<file path="src/rtl/assert_macros.svh">
// Assertion macros for the RTL of the Hough line vote accumulator.
// Standalone header; expands to nothing when SYNTHESIS is defined.
`ifndef ASSERT_MACROS_SVH
`define ASSERT_MACROS_SVH
`ifndef SYNTHESIS
// Same-cycle implication under an active-low reset.
`define HLVA_ASSERT_IMP(lbl, clk, rst_n, ante, cons) \
    lbl: assert property (@(posedge clk) disable iff (!rst_n) (ante) |-> (cons)) \
        else $error("assertion failed: implication");
// Next-cycle implication under an active-low reset.
`define HLVA_ASSERT_NEXT(lbl, clk, rst_n, ante, cons) \
    lbl: assert property (@(posedge clk) disable iff (!rst_n) (ante) |=> (cons)) \
        else $error("assertion failed: next-cycle implication");
`else
`define HLVA_ASSERT_IMP(lbl, clk, rst_n, ante, cons)
`define HLVA_ASSERT_NEXT(lbl, clk, rst_n, ante, cons)
`endif
`endif

</file>
<file path="src/rtl/hlva_pkg.sv">
// Package of the Hough line vote accumulator: opcodes, chain token type,
// default sizes and the Q16 sine table. No dependencies.
package hlva_pkg;

    localparam int RHO_BINS_DEF    = 181;
    localparam int ANGLE_STEPS_DEF = 90;
    localparam int ROM_ANGLES      = 90;
    localparam int COUNT_W         = 8;
    localparam logic [COUNT_W-1:0] COUNT_MAX = 8'd255;

    typedef enum logic [1:0] {
        OP_VOTE  = 2'd0,
        OP_READ  = 2'd1,
        OP_CLEAR = 2'd2,
        OP_NONE  = 2'd3
    } op_t;

    // Transaction traveling along the cell chain.
    typedef struct packed {
        logic               vld;
        op_t                op;
        logic [7:0]         row;
        logic [7:0]         col;
        logic [7:0]         rrho;
        logic [6:0]         rang;
        logic [COUNT_W-1:0] count;
    } token_t;

    // round(65536 * sin(2k degrees)), k = 0..45
    localparam int SIN_ROM [46] = '{
            0,  2287,  4572,  6850,  9121, 11380, 13626, 15855,
        18064, 20252, 22415, 24550, 26656, 28729, 30767, 32768,
        34729, 36647, 38521, 40348, 42126, 43852, 45525, 47143,
        48703, 50203, 51643, 53020, 54332, 55578, 56756, 57865,
        58903, 59870, 60764, 61584, 62328, 62997, 63589, 64104,
        64540, 64898, 65177, 65376, 65496, 65536
    };

    function automatic int rom_sin(int k);
        return (k <= 45) ? SIN_ROM[k] : SIN_ROM[90 - k];
    endfunction

    function automatic int rom_cos(int k);
        return (k <= 45) ? SIN_ROM[45 - k] : -SIN_ROM[k - 45];
    endfunction

endpackage

</file>
<file path="src/rtl/hlva_cell.sv">
// One angle cell: computes the rho bin for its fixed angle, owns that angle's
// column of vote counters and forwards the transaction. Depends on hlva_pkg.
module hlva_cell #(
    parameter int ANGLE_IDX = 0,
    parameter int RHO_BINS  = hlva_pkg::RHO_BINS_DEF,
    parameter int AW        = $clog2(hlva_pkg::RHO_BINS_DEF)
) (
    input  logic              clk,
    input  logic              rst_n,
    input  hlva_pkg::token_t  tok_in,
    output hlva_pkg::token_t  tok_out,
    input  logic              clr_en,
    input  logic [AW-1:0]     clr_addr
);

    localparam int K = ANGLE_IDX % hlva_pkg::ROM_ANGLES;
    localparam logic signed [17:0] SIN_C = 18'(hlva_pkg::rom_sin(K));
    localparam logic signed [17:0] COS_C = 18'(hlva_pkg::rom_cos(K));

    logic [hlva_pkg::COUNT_W-1:0] mem [RHO_BINS];

    logic signed [8:0]  col_s;
    logic signed [8:0]  row_s;
    logic signed [26:0] prod_c;
    logic signed [26:0] prod_s;
    logic signed [27:0] rho;
    logic [27:0]        mag;
    logic [10:0]        rbin;
    logic               vote_hit;
    logic               read_hit;
    logic [AW-1:0]      raddr;
    logic [hlva_pkg::COUNT_W-1:0] inc;

    hlva_pkg::token_t             s1_reg;
    hlva_pkg::token_t             out_reg;
    logic                         wr_reg;
    logic                         rd_hit_reg;
    logic [AW-1:0]                waddr_reg;
    logic [hlva_pkg::COUNT_W-1:0] rdata_reg;

    // rho = col*cos + row*sin in signed Q12.16, bin = |rho| / 2^17
    always_comb
    begin
        col_s  = $signed({1'b0, tok_in.col});
        row_s  = $signed({1'b0, tok_in.row});
        prod_c = 27'(col_s) * 27'(COS_C);
        prod_s = 27'(row_s) * 27'(SIN_C);
        rho    = 28'(prod_c) + 28'(prod_s);
        mag    = rho[27] ? 28'(-rho) : 28'(rho);
        rbin   = mag[27:17];
        vote_hit = tok_in.vld && (tok_in.op == hlva_pkg::OP_VOTE)
                   && (32'(rbin) < RHO_BINS);
        read_hit = tok_in.vld && (tok_in.op == hlva_pkg::OP_READ)
                   && (32'(tok_in.rang) == ANGLE_IDX) && (32'(tok_in.rrho) < RHO_BINS);
        raddr  = (tok_in.op == hlva_pkg::OP_VOTE) ? rbin[AW-1:0] : AW'(tok_in.rrho);
        inc    = (rdata_reg < hlva_pkg::COUNT_MAX) ? rdata_reg + 1'b1 : rdata_reg;
    end

    always_ff @(posedge clk)
    begin
        if (tok_in.vld)
        begin
            rdata_reg <= mem[raddr];
        end
        if (clr_en)
        begin
            mem[clr_addr] <= '0;
        end
        else if (wr_reg)
        begin
            mem[waddr_reg] <= inc;
        end
        waddr_reg <= raddr;
    end

    always_ff @(posedge clk or negedge rst_n)
    begin
        if (!rst_n)
        begin
            s1_reg     <= '0;
            out_reg    <= '0;
            wr_reg     <= 1'b0;
            rd_hit_reg <= 1'b0;
        end
        else
        begin
            s1_reg     <= tok_in;
            wr_reg     <= vote_hit;
            rd_hit_reg <= read_hit;
            out_reg    <= s1_reg;
            if (rd_hit_reg)
            begin
                out_reg.count <= rdata_reg;
            end
        end
    end

    assign tok_out = out_reg;

endmodule

</file>
<file path="config.mk">
export PLATFORM = sky130hd
export DESIGN_NAME = hlva_cell
export DESIGN_NICKNAME = d
export VERILOG_FILES = /design/src/rtl/assert_macros.svh /design/src/rtl/hlva_pkg.sv /design/src/rtl/hlva_cell.sv
export SDC_FILE = /design/constraint.sdc
export NUM_CORES = 2
export LEC_CHECK = 0
export ABC_CLOCK_PERIOD_IN_PS = 17600
export BUFFER_PORTS_ARGS = -buffer_cell sky130_fd_sc_hd__buf_4
export CORE_ASPECT_RATIO = 0.6
export CORE_MARGIN = 2
export CORE_UTILIZATION = 45
export DETAILED_ROUTE_END_ITERATION = 16
export PLACE_DENSITY_LB_ADDON = 0.05
export SETUP_SLACK_MARGIN = 0.5
export SLEW_MARGIN = 20
export SYNTH_ARGS = -nofsm -noshare
export SYNTH_HDL_FRONTEND = slang
export SYNTH_SLANG_ARGS = --single-unit
</file>
<file path="constraint.sdc">
create_clock -name clk -period 17.6 [get_ports clk]
set_input_delay 0 -clock clk [delete_from_list [all_inputs] [get_ports clk]]
set_output_delay 0 -clock clk [all_outputs]
set_load 0.1 [all_outputs]
</file>
Word-level counts from Yosys, hierarchy flattened
Memory sizes are Yosys's and may differ from the RTL's. A register that Yosys moved wholly into a read port is not among the register bits.
Index checks and enable logic that the tools add are counted.
{"block": "totals", "reg_bits": 94, "ram_bits": 1448, "in_bits": 53, "out_inout_bits": 42, "word_cells": 42, "memories": 1}
{"block": "classes", "add_sub_neg": 1, "magnitude_cmp": 3, "n_eq_ne": 1, "muxes": 11, "reduce_logical": 8}
{"memory": "mem", "words": 181, "word_bits": 8, "rd": 1, "rd_clocked_by_memory_dff": 1, "wr": 1, "line_no": "hlva_cell.sv:20", "rtl": "logic [hlva_pkg::COUNT_W-1:0] mem [RHO_BINS];"}
{"cell": "8-bit 2-to-1 mux", "count": 5}
{"cell": "8-bit < comparator, second input constant", "count": 2}
{"cell": "8-bit by 1-bit adder with 8-bit output, second input constant", "count": 1}
{"cell": "7-bit by 8-bit < comparator with 1-bit output, second input constant", "count": 1}
{"cell": "8-bit OR reduction", "count": 1}
{"cell": "7-bit zero test", "count": 1}
{"cell": "1-bit 2-to-1 mux", "count": 6}
{"cell": "1-bit logical AND", "count": 5}
{"cell": "2-bit by 1-bit equality test with 1-bit output, second input constant", "count": 1}
{"cell": "2-bit zero test", "count": 1}

Longest topological paths before layout
{"block": "depth", "word_depth": 5, "depth_mapped": 14}

Least setup slack after synthesis
No wires, ideal clock.
{"block": "synth_path", "path_kind": "register to register", "from": "reg wr_reg", "to": "mem mem[0][7] (netlist bit), data pin", "setup_ns": 1.543, "arrival_ns": 7.657, "t_required_ns": 16.057, "slack_ns": 8.400, "stages_incl_launch_ff": 5, "period_less_slack_ns": 9.200, "path_cell_list": "dfrtp_1 nand2b_1 clkbuf_1 buf_1 nor3_1"}
{"block": "synth_via", "elab_chain_cells": 5}
{"element": "start, declared", "line_no": "hlva_cell.sv:36", "rtl": "logic wr_reg;"}
{"element": "start signal, assigned", "line_no": "hlva_cell.sv:88", "rtl": "wr_reg <= vote_hit;"}
{"element": "1-bit 2-to-1 mux", "line_no": "hlva_cell.sv:69", "rtl": "else if (wr_reg)"}
{"element": "1-bit 2-to-1 mux", "line_no": "hlva_cell.sv:65", "rtl": "if (clr_en)"}
{"element": "1-bit 2-to-1 mux (implied by the code)", "line_no": "hlva_cell.sv:71", "rtl": "mem[waddr_reg] <= inc;"}
{"element": "8-bit OR reduction (no source line)"}
{"element": "8-bit 2-to-1 mux (no source line)"}
{"element": "end, declared", "line_no": "hlva_cell.sv:20"}
No other way between the ends.

Worst setup path after layout
{"block": "layout_path", "from": "in tok_in[40] (netlist bit)", "to": "reg rdata_reg[6] (netlist bit) (read register of mem), data pin"}
{"block": "layout_via", "elab_chain_cells": 2}
{"element": "start, declared", "line_no": "hlva_cell.sv:10", "rtl": "input hlva_pkg::token_t tok_in,"}
{"element": "2-bit zero test", "line_no": "hlva_cell.sv:55", "rtl": "raddr = (tok_in.op == hlva_pkg::OP_VOTE) ? rbin[AW-1:0] : AW'(tok_in.rrho);"}
{"element": "8-bit 2-to-1 mux", "line_no": "hlva_cell.sv:55"}
{"element": "end, declared", "line_no": "hlva_cell.sv:39", "rtl": "logic [hlva_pkg::COUNT_W-1:0] rdata_reg;"}
No other way between the ends.

==> metrics.md <==
| Metric | Value |
|---|---|
| Setup TNS | `0 ns` |
| Synth cell types | `73` |
| Register area share after synthesis | `between 70% and 80%` |
| Hpwl dp | `119 mm` |
| CTS tree | `built` |
| Num ports | `95` |
| Worst R2R End | `mem[20][3]$_DFFE_PP_` |
| Final setup fails | `0` |
| Clk Latency, worst-skew pair | `0.78 ns` |
| Initial drt markers | `about 5400` |
| Port bufs | `94` |
| Synth Cell Area | `0.0609 mm²` |
| R2R Path Start | `rdata_reg[1]$_DFFE_PP_` |
| Largest delay share family, worst path | `buffers and inverters` |
| Vias in the first global route | `34832` |
| Critical Path RT | `18.11 ns` |
| EDFF count, synth | `1456` |
| Hold Vio Cnt, Final | `0` |
| Total gr overflow | `0` |
| Synthesized instance count | `4224` |
| Top-count cell post-synth | `edfxtp_1` |
| Crit path capture type | `flop` |
| Power Dens Cells | `roughly 110 mW/mm²` |
| Fin nets | `4456` |
| CP peak stage delay | `0.73 ns` |
| FP Rows | `between 100 and 150` |
| Fmax | `between 0.15 and 0.2 GHz` |
| Wire per inst | `31.1 µm` |
| Worst VDD drop | `about 0.092 mV` |
| Die Y | `289 µm` |
| Crit path buf inv count | `6` |
| Startpoint types | `primary input` |
| WL final | `just under 200 mm` |
| Number of synthesis warnings | `0` |
| Drt pass-1 iters | `5` |
| Setup Buffers After CTS | `0` |
| Critical path class | `in2reg` |
| Routed vias/inst | `~6` |
| Clock slew at reported path FFs | `0.06 ns` |
| # resized after CTS | `0` |
| Total track usage | `28.3%` |
| Max clock buf depth | `3` |
| Mean Syn Cell Area | `14.4 µm²` |
| WHS Path Cells | `5` |
| Top cells by area, synth | `edfxtp_1 (72%), nand2_1 (5.3%), dfrtp_1 (3.5%)` |
| Dominant register cell in the synthesized netlist | `edfxtp_1` |
| Die area | `0.138 mm²` |
| Final WS setup | `between 10 and 15 ns` |
| Htree depth | `4` |
| Worst rel slew slack | `18.9%` |
| Post-CTS Hold Buffers | `86` |
| Place WS | `12.35 ns` |
| Vias | `between 30000 and 40000` |
| Initial antenna violation count | `10` |
| Area Growth Syn to Fin | `13.4%` |
| Largest net degree at the start of global routing | `182` |
| Slowest-stage cell, CP | `buf_4` |
| Syn_nets | `4278` |
| First-pass GRT wire length | `276 mm` |
| Synth top area share | `71.8%` |
| Clock tree root buffer cell | `clkbuf_16` |
| Final min period | `5.09 ns` |
| Post-synth top cells | `edfxtp_1 (1456), nand2_1 (867), nor2_1 (324), nand3_1 (286), mux2i_1 (154)` |
| Critical Path Fanout Max | `57` |
| Ys async rst share | `5.55%` |
| Endpoint, Worst Hold | `mem[81][1]$_DFFE_PP_` |
| Crit path top cell by count | `buf_4` |
| Max-slew violations | `0` |
| Final antenna-violating net count | `0` |
| Worst reg2reg path depth | `9` |
| Synth Register Bits | `around 1600` |
| Placed Cells | `about 6000` |
| Synth area leader | `edfxtp_1` |
| Hold_sp | `clr_addr[2]` |
| Routability cong. | `0.841` |
| Run status | `completed` |
| Worst hold path class | `in2reg` |
| Max FFs per register | `between 1000 and 1500` |
| Static Leak | `23.1 nW` |
| Max Cap Viol | `0` |
| CTS Buf Count | `145` |
| CTS Sinks | `1550` |
| Chip Width | `479 µm` |
| Area of the core | `0.134 mm²` |
| Setup Skew | `0.0226 ns` |
| R2R Setup Slk | `13.14 ns` |
| RSZ-0062 raised after global routing | `no` |
| Crit path cell chain | `dlygate4sd3_1 -> buf_4 -> o21a_4 -> nor2_8 -> buf_4 -> buf_4 -> buf_4 -> buf_4 -> mux4_2 -> o21ai_0 -> a21oi_1 -> o31ai_1 -> nor4_1` |
| Least-Margin Pin Slew | `1.21 ns` |
| DRC violations left | `0` |
| Fin area | `between 0.06 and 0.07 mm²` |
| Initial Util | `45.4%` |
| Final period util | `28.9%` |
| Placed cell area | `0.0636 mm²` |
| Post-route insts no fill | `6319` |
| Critical Path AT | `5.59 ns` |
| Layout cell share with drive strength beyond 1 | `about 11%` |
-- cell usage in the layout (no fill, tap or decap), drive strengths merged, types with 82 or more instances in the layout --
master	count
edfxtp	1456
nand2	867
nor2	327
nand3	286
buf	201
clkbuf	187
mux2i	156
a32oi	116
dfrtp	86
dlygate4sd3	85
o21ai	82
-- where the power goes --
part           total [W]  internal (W)  switching (W)
sequential       0.00404       0.00402      0.0000194
clock            0.00311       0.00171        0.00140
combinational   0.000665      0.000168       0.000496
total            0.00782       0.00590        0.00192
-- worst reg2reg max path: stages, from the launching register on --
cell      delay [ns]
edfxtp_1        0.76
ha_1            0.42
nand2_1         0.10
nor2_1          0.25
a31oi_1         0.13
xnor2_1         0.20
nor2_4          0.75
buf_4           0.61
buf_16          0.29
buf_4           0.62
-- worst max-delay path by stage --
stage | startpoint | endpoint | depth (start not counted) | slack [ns]
4_1_cts | tok_in[40] | rdata_reg[6]$_DFFE_PP_ | 13 | 12.59
2_1_floorplan | wr_reg$_DFF_PN0_ | mem[0][7]$_DFFE_PP_ | 4 | 8.40
5_1_grt | tok_in[40] | rdata_reg[6]$_DFFE_PP_ | 13 | 12.33
6_report | tok_in[40] | rdata_reg[6]$_DFFE_PP_ | 13 | 12.51
3_5_place_dp | tok_in[40] | rdata_reg[6]$_DFFE_PP_ | 12 | 12.35
3_3_place_gp | tok_in[40] | rdata_reg[7]$_DFFE_PP_ | 12 | 12.06
-- layout make-up --
class,instances,area (µm²)
inverter,9,45.0
multi-input combinational,2410,13700
sequential,1550,46000
clock buffer,187,3920
tap,1802,2250
fill,11321,65100
clock inverter,73,646
timing repair buffer,286,2490
antenna,2,5.00
-- kinds of logic after synthesis --
kind of cell	share of synthesized area, %
simple gates	11.8
flops	75.6
compound gates	6.19
buf+inv	2.37
mux	3.93
xor+xnor	0.0575
fa+ha+maj	0.0205
-- through the flow --
step / hold slack [ns] / total power [W] / utilization [%]
finish: 0.0625 / 0.00782 / 51.5
global placement: 0.109 / 0.00475 / 47.3
CTS: 0.0347 / 0.00784 / 51.4
global route: 0.0591 / 0.00803 / 51.5
floorplan: -0.296 / 0.00448 / -
detailed placement: 0.110 / 0.00475 / 47.4
-- routing by layer --
layer,vias to the layer above,GRT usage (%),wire length [µm]
li1,16372,-,-
met1,19584,46.2,92700
met2,1870,36.6,77600
met3,202,8.09,22800
met4,4,6.03,3330
met5,-,0,23
(Power assumes the default switching activity.)
